**src/rtl/fhd_pkg.sv**
```systemverilog
// ----------------------------------------------------------------------------
// fhd_pkg: shared types and constants of the frame header deframer
// Holds the phase encoding, result codes, register indexes and the word
// structures that pass between the step logic and the top level.
// ----------------------------------------------------------------------------
`default_nettype none

package fhd_pkg;

    // Header geometry and default trailer length.
    localparam int FHD_HDR_BYTES = 20;
    localparam int FHD_MAC_BYTES = 16;
    localparam int FHD_IDX_W     = 5;
    localparam int FHD_BODY_W    = 33;

    // Sync word, first byte in entry 0 ('N', 'D', 'P', '1').
    localparam logic [3:0][7:0] FHD_SYNC = {8'h31, 8'h50, 8'h44, 8'h4E};

    // Configuration register indexes.
    localparam logic [1:0] CFG_PAYLOAD_LIMIT = 2'd0;
    localparam logic [1:0] CFG_KNOWN_FLAGS   = 2'd1;
    localparam logic [1:0] CFG_MAC_FLAG      = 2'd2;

    // Configuration reset values.
    localparam logic [31:0] CFG_PAYLOAD_LIMIT_RST = 32'd65536;
    localparam logic [15:0] CFG_KNOWN_FLAGS_RST   = 16'd1;
    localparam logic [15:0] CFG_MAC_FLAG_RST      = 16'd1;

    // Input word kinds.
    localparam logic KIND_BYTE    = 1'b0;
    localparam logic KIND_RELEASE = 1'b1;

    // Section tags.
    localparam logic [1:0] SEC_HEADER  = 2'd0;
    localparam logic [1:0] SEC_PAYLOAD = 2'd1;
    localparam logic [1:0] SEC_MAC     = 2'd2;
    localparam logic [1:0] SEC_NONE    = 2'd3;

    // Event codes.
    localparam logic [2:0] EV_MORE     = 3'd0;
    localparam logic [2:0] EV_HDR_OK   = 3'd1;
    localparam logic [2:0] EV_COMPLETE = 3'd2;
    localparam logic [2:0] EV_ERROR    = 3'd3;
    localparam logic [2:0] EV_REFUSED  = 3'd4;

    // Error codes.
    localparam logic [1:0] ERR_NONE      = 2'd0;
    localparam logic [1:0] ERR_BAD_FRAME = 2'd1;
    localparam logic [1:0] ERR_TOO_LARGE = 2'd2;

    // Deframer phase, one-hot.
    typedef enum logic [3:0] {
        PH_HEADER = 4'b0001,
        PH_BODY   = 4'b0010,
        PH_FRAME  = 4'b0100,
        PH_ERROR  = 4'b1000
    } fhd_phase_t;

    // Header store as a packed byte array, entry 0 is the first byte.
    typedef logic [FHD_HDR_BYTES-1:0][7:0] fhd_hdr_t;

    // Control state carried from word to word.
    typedef struct packed {
        fhd_phase_t              phase;
        logic [FHD_IDX_W-1:0]    header_count;
        logic [FHD_BODY_W-1:0]   body_remaining;
        logic                    magic_ok;
        logic [1:0]              error_held;
    } fhd_state_t;

    // One result word.
    typedef struct packed {
        logic [7:0]  byte_out;
        logic [1:0]  section;
        logic [2:0]  event_res;
        logic [1:0]  error_code;
        logic [7:0]  hdr_version;
        logic [7:0]  hdr_kind;
        logic [15:0] hdr_flags;
        logic [31:0] hdr_request_id;
        logic [15:0] hdr_command;
        logic [15:0] hdr_status;
        logic [31:0] hdr_payload_len;
    } fhd_result_t;

    // Header store write request.
    typedef struct packed {
        logic                 en;
        logic [FHD_IDX_W-1:0] idx;
        logic [7:0]           data;
    } fhd_store_wr_t;

endpackage

`default_nettype wire

```
**src/rtl/fhd_step.sv**
```systemverilog
// ----------------------------------------------------------------------------
// fhd_step: per-word decision logic of the frame header deframer
// From the current state, header store, configuration and one input word it
// forms the next state, the header store write and the result word.
// ----------------------------------------------------------------------------
`default_nettype none

module fhd_step
    import fhd_pkg::*;
#(
    parameter int MAC_BYTES = FHD_MAC_BYTES
) (
    input  wire fhd_state_t    cur,
    input  wire fhd_hdr_t      store,
    input  wire logic [31:0]   payload_limit,
    input  wire logic [15:0]   known_flags_mask,
    input  wire logic [15:0]   mac_flag_mask,
    input  wire logic          in_kind,
    input  wire logic [7:0]    in_byte,
    output fhd_state_t         nxt,
    output fhd_store_wr_t      store_wr,
    output fhd_result_t        res
);

    localparam logic [FHD_IDX_W-1:0] LAST_IDX = FHD_IDX_W'(FHD_HDR_BYTES - 1);
    localparam logic [FHD_BODY_W-1:0] MAC_LEN = FHD_BODY_W'(MAC_BYTES);

    logic [FHD_IDX_W-1:0]  idx;
    logic                  hdr_write;
    fhd_hdr_t              view;
    logic [15:0]           flags;
    logic [31:0]           plen;
    logic [FHD_BODY_W-1:0] mac_len;
    logic                  magic_next;
    logic                  bad_frame;
    logic [FHD_BODY_W-1:0] body_total;
    logic [FHD_BODY_W-1:0] body_dec;

    // Write slot, clamped to the last header entry.
    assign idx = (cur.header_count >= LAST_IDX) ? LAST_IDX : cur.header_count;
    assign hdr_write = (in_kind == KIND_BYTE) && (cur.phase == PH_HEADER);

    // Header as it stands after this word, so the last byte is seen at once.
    always_comb begin
        view = store;
        if (hdr_write) begin
            view[idx] = in_byte;
        end
    end

    assign flags   = {view[7], view[6]};
    assign plen    = {view[19], view[18], view[17], view[16]};
    assign mac_len = ((flags & mac_flag_mask) != 16'd0) ? MAC_LEN : '0;

    // Sync word check on the first four bytes.
    assign magic_next = cur.magic_ok &
                        !((idx < FHD_IDX_W'(4)) && (in_byte != FHD_SYNC[idx[1:0]]));
    assign bad_frame  = !magic_next || ((flags & ~known_flags_mask) != 16'd0);
    assign body_total = {1'b0, plen} + mac_len;
    assign body_dec   = cur.body_remaining - FHD_BODY_W'(1);

    assign store_wr.en   = hdr_write;
    assign store_wr.idx  = idx;
    assign store_wr.data = in_byte;

    // Next state and result word.
    always_comb begin
        nxt           = cur;
        res           = '0;
        res.section   = SEC_NONE;
        res.event_res = EV_MORE;

        if (in_kind == KIND_RELEASE) begin
            nxt.phase          = PH_HEADER;
            nxt.header_count   = '0;
            nxt.body_remaining = '0;
            nxt.magic_ok       = 1'b1;
            nxt.error_held     = ERR_NONE;
        end else begin
            case (cur.phase)
                PH_FRAME: begin
                    res.event_res = EV_REFUSED;
                end
                PH_ERROR: begin
                    res.event_res  = EV_REFUSED;
                    res.error_code = cur.error_held;
                end
                PH_HEADER: begin
                    res.byte_out     = in_byte;
                    res.section      = SEC_HEADER;
                    nxt.magic_ok     = magic_next;
                    nxt.header_count = idx + FHD_IDX_W'(1);
                    if (idx == LAST_IDX) begin
                        if (bad_frame || (plen > payload_limit)) begin
                            nxt.phase      = PH_ERROR;
                            nxt.error_held = bad_frame ? ERR_BAD_FRAME : ERR_TOO_LARGE;
                            res.event_res  = EV_ERROR;
                            res.error_code = bad_frame ? ERR_BAD_FRAME : ERR_TOO_LARGE;
                        end else begin
                            nxt.body_remaining = body_total;
                            if (body_total == '0) begin
                                nxt.phase     = PH_FRAME;
                                res.event_res = EV_COMPLETE;
                            end else begin
                                nxt.phase     = PH_BODY;
                                res.event_res = EV_HDR_OK;
                            end
                        end
                    end
                end
                PH_BODY: begin
                    if (cur.body_remaining == '0) begin
                        // Cannot happen in normal flow; close the frame.
                        nxt.phase     = PH_FRAME;
                        res.event_res = EV_REFUSED;
                    end else begin
                        res.byte_out = in_byte;
                        res.section  = (cur.body_remaining > mac_len) ? SEC_PAYLOAD : SEC_MAC;
                        nxt.body_remaining = body_dec;
                        if (body_dec == '0) begin
                            nxt.phase     = PH_FRAME;
                            res.event_res = EV_COMPLETE;
                        end
                    end
                end
                default: begin
                    nxt = cur;
                end
            endcase
        end

        // Decoded header rides only on header-accepted and complete words.
        if ((res.event_res == EV_HDR_OK) || (res.event_res == EV_COMPLETE)) begin
            res.hdr_version     = view[4];
            res.hdr_kind        = view[5];
            res.hdr_flags       = flags;
            res.hdr_request_id  = {view[11], view[10], view[9], view[8]};
            res.hdr_command     = {view[13], view[12]};
            res.hdr_status      = {view[15], view[14]};
            res.hdr_payload_len = plen;
        end
    end

endmodule

`default_nettype wire

```
**src/rtl/frame_header_deframer.sv**
```systemverilog
// ----------------------------------------------------------------------------
// frame_header_deframer: byte stream frame header check and section tagging
// Latency: the result word of an accepted input word is registered and appears in the cycle after.
// Throughput: one word per cycle while m_ready takes each result, set by the single registered step.
// Reset: synchronous active-low aresetn; header phase, default registers.
// ----------------------------------------------------------------------------
`default_nettype none

module frame_header_deframer
    import fhd_pkg::*;
#(
    parameter int MAC_BYTES = FHD_MAC_BYTES
) (
    input  wire logic        aclk,
    input  wire logic        aresetn,

    input  wire logic        cfg_wr_en,
    input  wire logic [1:0]  cfg_index,
    input  wire logic [31:0] cfg_wr_data,

    input  wire logic        s_valid,
    output logic             s_ready,
    input  wire logic        s_kind,
    input  wire logic [7:0]  s_byte_value,

    output logic             m_valid,
    input  wire logic        m_ready,
    output logic [7:0]       m_byte_out,
    output logic [1:0]       m_section,
    output logic [2:0]       m_event_res,
    output logic [1:0]       m_error_code,
    output logic [7:0]       m_hdr_version,
    output logic [7:0]       m_hdr_kind,
    output logic [15:0]      m_hdr_flags,
    output logic [31:0]      m_hdr_request_id,
    output logic [15:0]      m_hdr_command,
    output logic [15:0]      m_hdr_status,
    output logic [31:0]      m_hdr_payload_len
);

    logic [31:0]   payload_limit_reg;
    logic [15:0]   known_flags_reg;
    logic [15:0]   mac_flag_reg;
    fhd_state_t    state_reg;
    fhd_state_t    state_next;
    fhd_hdr_t      store_reg;
    fhd_store_wr_t store_wr;
    fhd_result_t   result_reg;
    fhd_result_t   result_next;
    logic          m_valid_reg;
    logic          accept;

    // Configuration registers.
    always_ff @(posedge aclk) begin
        if (!aresetn) begin
            payload_limit_reg <= CFG_PAYLOAD_LIMIT_RST;
            known_flags_reg   <= CFG_KNOWN_FLAGS_RST;
            mac_flag_reg      <= CFG_MAC_FLAG_RST;
        end else if (cfg_wr_en) begin
            case (cfg_index)
                CFG_PAYLOAD_LIMIT: payload_limit_reg <= cfg_wr_data;
                CFG_KNOWN_FLAGS:   known_flags_reg   <= cfg_wr_data[15:0];
                CFG_MAC_FLAG:      mac_flag_reg      <= cfg_wr_data[15:0];
                default:           payload_limit_reg <= payload_limit_reg;
            endcase
        end
    end

    // The output register frees up whenever its word is taken.
    assign s_ready = !m_valid_reg || m_ready;
    assign accept  = s_valid && s_ready;

    fhd_step #(
        .MAC_BYTES (MAC_BYTES)
    ) u_step (
        .cur              (state_reg),
        .store            (store_reg),
        .payload_limit    (payload_limit_reg),
        .known_flags_mask (known_flags_reg),
        .mac_flag_mask    (mac_flag_reg),
        .in_kind          (s_kind),
        .in_byte          (s_byte_value),
        .nxt              (state_next),
        .store_wr         (store_wr),
        .res              (result_next)
    );

    // Control state and output valid.
    always_ff @(posedge aclk) begin
        if (!aresetn) begin
            state_reg.phase          <= PH_HEADER;
            state_reg.header_count   <= '0;
            state_reg.body_remaining <= '0;
            state_reg.magic_ok       <= 1'b1;
            state_reg.error_held     <= ERR_NONE;
            m_valid_reg              <= 1'b0;
        end else if (accept) begin
            state_reg   <= state_next;
            m_valid_reg <= 1'b1;
        end else if (m_ready) begin
            m_valid_reg <= 1'b0;
        end
    end

    // Header store and result payload need no reset.
    always_ff @(posedge aclk) begin
        if (accept && store_wr.en) begin
            store_reg[store_wr.idx] <= store_wr.data;
        end
        if (accept) begin
            result_reg <= result_next;
        end
    end

    assign m_valid           = m_valid_reg;
    assign m_byte_out        = result_reg.byte_out;
    assign m_section         = result_reg.section;
    assign m_event_res       = result_reg.event_res;
    assign m_error_code      = result_reg.error_code;
    assign m_hdr_version     = result_reg.hdr_version;
    assign m_hdr_kind        = result_reg.hdr_kind;
    assign m_hdr_flags       = result_reg.hdr_flags;
    assign m_hdr_request_id  = result_reg.hdr_request_id;
    assign m_hdr_command     = result_reg.hdr_command;
    assign m_hdr_status      = result_reg.hdr_status;
    assign m_hdr_payload_len = result_reg.hdr_payload_len;

    // An error hold always carries a nonzero error code.
    a_error_held_code: assert property (@(posedge aclk) disable iff (!aresetn)
        (state_reg.phase == PH_ERROR) |-> (state_reg.error_held != ERR_NONE))
        else $error("error phase without a held error code");

    // The body phase always has bytes left to consume.
    a_body_nonzero: assert property (@(posedge aclk) disable iff (!aresetn)
        (state_reg.phase == PH_BODY) |-> (state_reg.body_remaining != '0))
        else $error("body phase with nothing remaining");

    // A release word returns the deframer to a fresh header phase.
    a_release_clears: assert property (@(posedge aclk) disable iff (!aresetn)
        (accept && (s_kind == KIND_RELEASE)) |=>
            ((state_reg.phase == PH_HEADER) && (state_reg.header_count == '0) &&
             (m_section == SEC_NONE) && (m_event_res == EV_MORE)))
        else $error("release did not restart the header phase");

    // A refused word never claims to have consumed a byte.
    a_refused_unconsumed: assert property (@(posedge aclk) disable iff (!aresetn)
        (m_valid && (m_event_res == EV_REFUSED)) |->
            ((m_section == SEC_NONE) && (m_byte_out == 8'd0)))
        else $error("refused word tagged as consumed");

endmodule

`default_nettype wire
```
**config.mk**
```make
export PLATFORM = sky130hd
export DESIGN_NAME = frame_header_deframer
export DESIGN_NICKNAME = d
export VERILOG_FILES = /design/src/rtl/fhd_pkg.sv /design/src/rtl/fhd_step.sv /design/src/rtl/frame_header_deframer.sv
export SDC_FILE = /design/constraint.sdc
export NUM_CORES = 1
export LEC_CHECK = 0
export BUFFER_PORTS_ARGS = -buffer_cell sky130_fd_sc_hd__buf_2
export CAP_MARGIN = 5
export CELL_PAD_IN_SITES_DETAIL_PLACEMENT = 0
export CELL_PAD_IN_SITES_GLOBAL_PLACEMENT = 2
export CORE_ASPECT_RATIO = 1.5
export CORE_MARGIN = 2
export CORE_UTILIZATION = 28
export CTS_CLUSTER_SIZE = 16
export DETAILED_ROUTE_END_ITERATION = 10
export GPL_TIMING_DRIVEN = 0
export PLACE_DENSITY = 0.61
export RECOVER_POWER = 100
export SLEW_MARGIN = 20
export SYNTH_ARGS = -nofsm -noshare
export SYNTH_HDL_FRONTEND = slang
export SYNTH_SLANG_ARGS = --single-unit
export TNS_END_PERCENT = 100
```
**constraint.sdc**
```tcl
create_clock -name aclk -period 11.4 [get_ports aclk]
set_input_delay 2.28 -clock aclk [delete_from_list [all_inputs] [get_ports aclk]]
set_output_delay 2.28 -clock aclk [all_outputs]
set_load 0.01 [all_outputs]
```
==> impl_metrics.sql <==
INSERT INTO impl_metrics (metric_group, metric, value, unit) VALUES
('outcome', 'run_status', 'finished, violations left', ''),
('outcome', 'violations', 'max-capacitance violations, max-slew violations', ''),
('timing', 'finClkSkew', '0.0265', 'ns'),
('floorplanning', 'coreArea', '70100', 'um2'),
('critical_path', 'crit_path_top_delay_cell', 'sky130_fd_sc_hd__clkbuf_1', ''),
('cells_and_area', 'layout-drive-gt1-share', '0.0980', ''),
('synthesis', 'synth_top_cell_area_share', '0.410', ''),
('synthesis', 'synth_top_area_cell', 'sky130_fd_sc_hd__edfxtp_1', ''),
('synthesis', 'dominantRegCellSynth', 'sky130_fd_sc_hd__edfxtp_1', ''),
('floorplanning', 'std_cell_rows', '119', ''),
('critical_path', 'crit_path_end_kind', 'register', ''),
('synthesis', 'synth_warnings', '0', ''),
('timing', 'setup_viol', '0', ''),
('synthesis', 'synth-seq-cells', '381', ''),
('place', 'post-dp-hpwl', '58800', 'um'),
('hold_path', 'hold_class', 'register to register', ''),
('global_route', 'use_met2', '0.396', ''),
('clocking', 'tritoncts', 'built', ''),
('clocking', 'clkSlewWorstSetupHoldPaths', '0.06', 'ns'),
('synthesis', 'synth-seq-area-share', '0.521', ''),
('cells_and_area', 'fin_util', '0.331', ''),
('pwr', 'cellPowerDensity', '146', 'nW/um2'),
('synthesis', 'synth_top_family_by_area', 'simple AND/OR/NAND/NOR gates', ''),
('timing', 'slew_violations', '89', ''),
('timing', 'number_of_hold_violations_in_the_final_report', '0', ''),
('global_route', 'antenna_found_initial', '8', ''),
('routing', 'vias_per_cell', '5.03', ''),
('global_route', 'overflow', '0', ''),
('timing', 'max_freq', '0.112', 'GHz'),
('clocking', 'clk-insertion-delay-late', '0.59', 'ns'),
('synthesis', 'synth_compound_gate_area_share', '0.112', ''),
('pwr', 'cellLeakagePower', '0.00816', 'uW'),
('clocking', 'clockRootBuffer', 'sky130_fd_sc_hd__clkbuf_16', ''),
('synthesis', 'muxShareOfSynthArea', '0.0893', ''),
('routing', 'wl_per_cell', '24.5', 'um'),
('run', 'cap_violations', '3', ''),
('cells_and_area', 'largest_reg_flops', '128', ''),
('global_route', 'grt_most_used_layer', 'met2', ''),
('cells_and_area', 'layout.cell_area.non_filler', '23200', 'um2'),
('place', 'placed_cells', '3127', ''),
('critical_path', 'timing.critical_path.from_type', 'input port', ''),
('clocking', 'post-cts-setup-buffer-count', '0', ''),
('cells_and_area', 'post_layout_nonfiller_instances', '3207', ''),
('floorplanning', 'dieArea', '73000', 'um2'),
('synthesis', 'synthesis.instances', '2025', ''),
('synthesis', 'yosys.area_share.xor_xnor', '0.0238', ''),
('timing', 'tightest_pin_transition', '2.73', 'ns'),
('critical_path', 'arrival_time_at_the_worst_endpoint', '9.24', 'ns'),
('synthesis', 'synth_fp_nets', '2114', ''),
('place', 'place_congestion', '0.875', ''),
('clocking', 'cts.hold.buffers_added', '0', ''),
('clocking', 'cts-root-to-sink-buffers', '3', ''),
('critical_path', 'worstSetupPathType', 'input port to register', ''),
('synthesis', 'syn_area', '19800', 'um2'),
('pwr', 'worst_vdd_drop', '0.107', 'mV'),
('synthesis', 'synth_async_sr_flop_share', '0', ''),
('routing', 'detailroute.via_count', '16100', ''),
('place', 'pre_cts_slack', '2.60', 'ns'),
('critical_path', 'cp_common_cell', 'sky130_fd_sc_hd__clkbuf_1', ''),
('critical_path', 'worst_ep_required_time', '11.68', 'ns'),
('floorplanning', 'die_h', '330', 'um'),
('clocking', 'numCtsBuffers', '43', ''),
('global_route', 'combined_global_route_utilization_of_all_metal_layers', '0.211', ''),
('global_route', 'grt_pass1_wl', '114000', 'um'),
('floorplanning', 'die_w', '221', 'um'),
('timing', 'timing.final.ws_setup', '2.44', 'ns'),
('routing', 'dr.pass1.iters', '5', ''),
('synthesis', 'synthSimpleGateAreaFrac', '0.181', ''),
('routing', 'count_of_antenna_violating_nets_left_after_detailed_routing', '0', ''),
('clocking', 'count_of_cells_resized_by_post_cts_repair', '0', ''),
('synthesis', 'post_synth.cell_area_avg', '9.79', 'um2');
==> through the flow <==
| stage | TNS, ns | total power, uW |
|---|---|---|
| after CTS | 0 | 3460 |
| after global routing | 0 | 3520 |
| after floorplan | 0 | 1810 |
| after global placement | -232.26 | 1980 |
| after detailed placement | 0 | 1970 |
| final | 0 | 3390 |
==> worst max-delay path, delay by kind of cell <==
| family | cells | cell delay, ns |
|---|---|---|
| AOI/OAI and AO/OA | 6 | 1.63 |
| buffers and inverters | 6 | 3.15 |
| and+or+nand+nor | 7 | 1.68 |
| adders and majority gates | 1 | 0.46 |
==> layout make-up <==
type	count	area, um2
diodes	3	7.51
plain buffers	139	552
clock buffers	50	1130
clock inverters	27	290
fillers	7329	46900
inverters	90	347
multi-input cells	1415	8560
flip-flops and latches	381	10300
well taps	907	1130
repair buffers	195	836
==> cells in the final DEF, fill, tap and decap left out, types with 44 or more instances in the layout <==
master,n
sky130_fd_sc_hd__nand2_1,387
sky130_fd_sc_hd__clkbuf_1,289
sky130_fd_sc_hd__edfxtp_1,271
sky130_fd_sc_hd__a21oi_1,222
sky130_fd_sc_hd__nor2_1,139
sky130_fd_sc_hd__dfxtp_1,110
sky130_fd_sc_hd__inv_1,88
sky130_fd_sc_hd__mux2_2,87
sky130_fd_sc_hd__o21ai_0,62
sky130_fd_sc_hd__mux2i_1,46
sky130_fd_sc_hd__clkbuf_16,44
==> worst paths after layout <==
check                                     from                                 end  slack, ns  cells after the start
setup / recovery                        s_kind  m_hdr_payload_len[2]$_SDFFCE_PN0P_       2.44                     20
hold / removal    mac_flag_reg[4]$_SDFFE_PN0P_        mac_flag_reg[4]$_SDFFE_PN0P_       0.45                      2
setup reg to reg    state_reg[40]$_SDFFE_PN0P_  m_hdr_payload_len[2]$_SDFFCE_PN0P_       3.00                     23
hold reg to reg   mac_flag_reg[4]$_SDFFE_PN0P_        mac_flag_reg[4]$_SDFFE_PN0P_       0.45                      2
==> synth_stat cells (12+ instances only) <==
cell	n
sky130_fd_sc_hd__buf_2	22
sky130_fd_sc_hd__o22ai_1	17
sky130_fd_sc_hd__or3_1	36
sky130_fd_sc_hd__dfxtp_1	110
sky130_fd_sc_hd__o21ai_0	57
sky130_fd_sc_hd__nor2b_1	14
sky130_fd_sc_hd__mux2_2	112
sky130_fd_sc_hd__nor4_1	15
sky130_fd_sc_hd__and3_1	17
sky130_fd_sc_hd__o211ai_1	15
sky130_fd_sc_hd__nor2_1	139
sky130_fd_sc_hd__nand3_1	27
sky130_fd_sc_hd__inv_1	89
sky130_fd_sc_hd__ha_1	41
sky130_fd_sc_hd__xor2_1	14
sky130_fd_sc_hd__xnor2_1	40
sky130_fd_sc_hd__and2_1	13
sky130_fd_sc_hd__nor3_1	38
sky130_fd_sc_hd__nand2_1	387
sky130_fd_sc_hd__a21oi_1	221
sky130_fd_sc_hd__mux2i_1	48
sky130_fd_sc_hd__nand4_1	15
sky130_fd_sc_hd__clkbuf_1	110
sky130_fd_sc_hd__edfxtp_1	271
sky130_fd_sc_hd__a211oi_1	12
sky130_fd_sc_hd__a31oi_1	12
==> report_power, final <==
part           internal (uW)  leakage (uW)  switching [uW]  total, uW
logic                    107       0.00394             259        366
registers               1540       0.00353            26.2       1570
clock network            847      0.000685             614       1460
total                   2490       0.00816             899       3390
==> cells by family (layout without fill, tap and decap cells) <==
group / Yosys count / after routing
AND/OR/NAND/NOR: 770 / 770
AO/OA/AOI/OAI: 388 / 388
flip-flops: 381 / 381
buffers and inverters: 229 / 501
multiplexers: 162 / 162
XOR/XNOR: 54 / 54
adder cells (fa/ha/maj): 41 / 41
other: 0 / 3
==> routing by layer <==
| metal | wire (um) | up-vias |
|---|---|---|
| li1 | - | 7671 |
| met2 | 41000 | 406 |
| met1 | 30500 | 7911 |
| met4 | 3800 | 12 |
| met5 | 84 | - |
| met3 | 3380 | 142 |
Note: power is estimated with default switching activity, not from simulation.
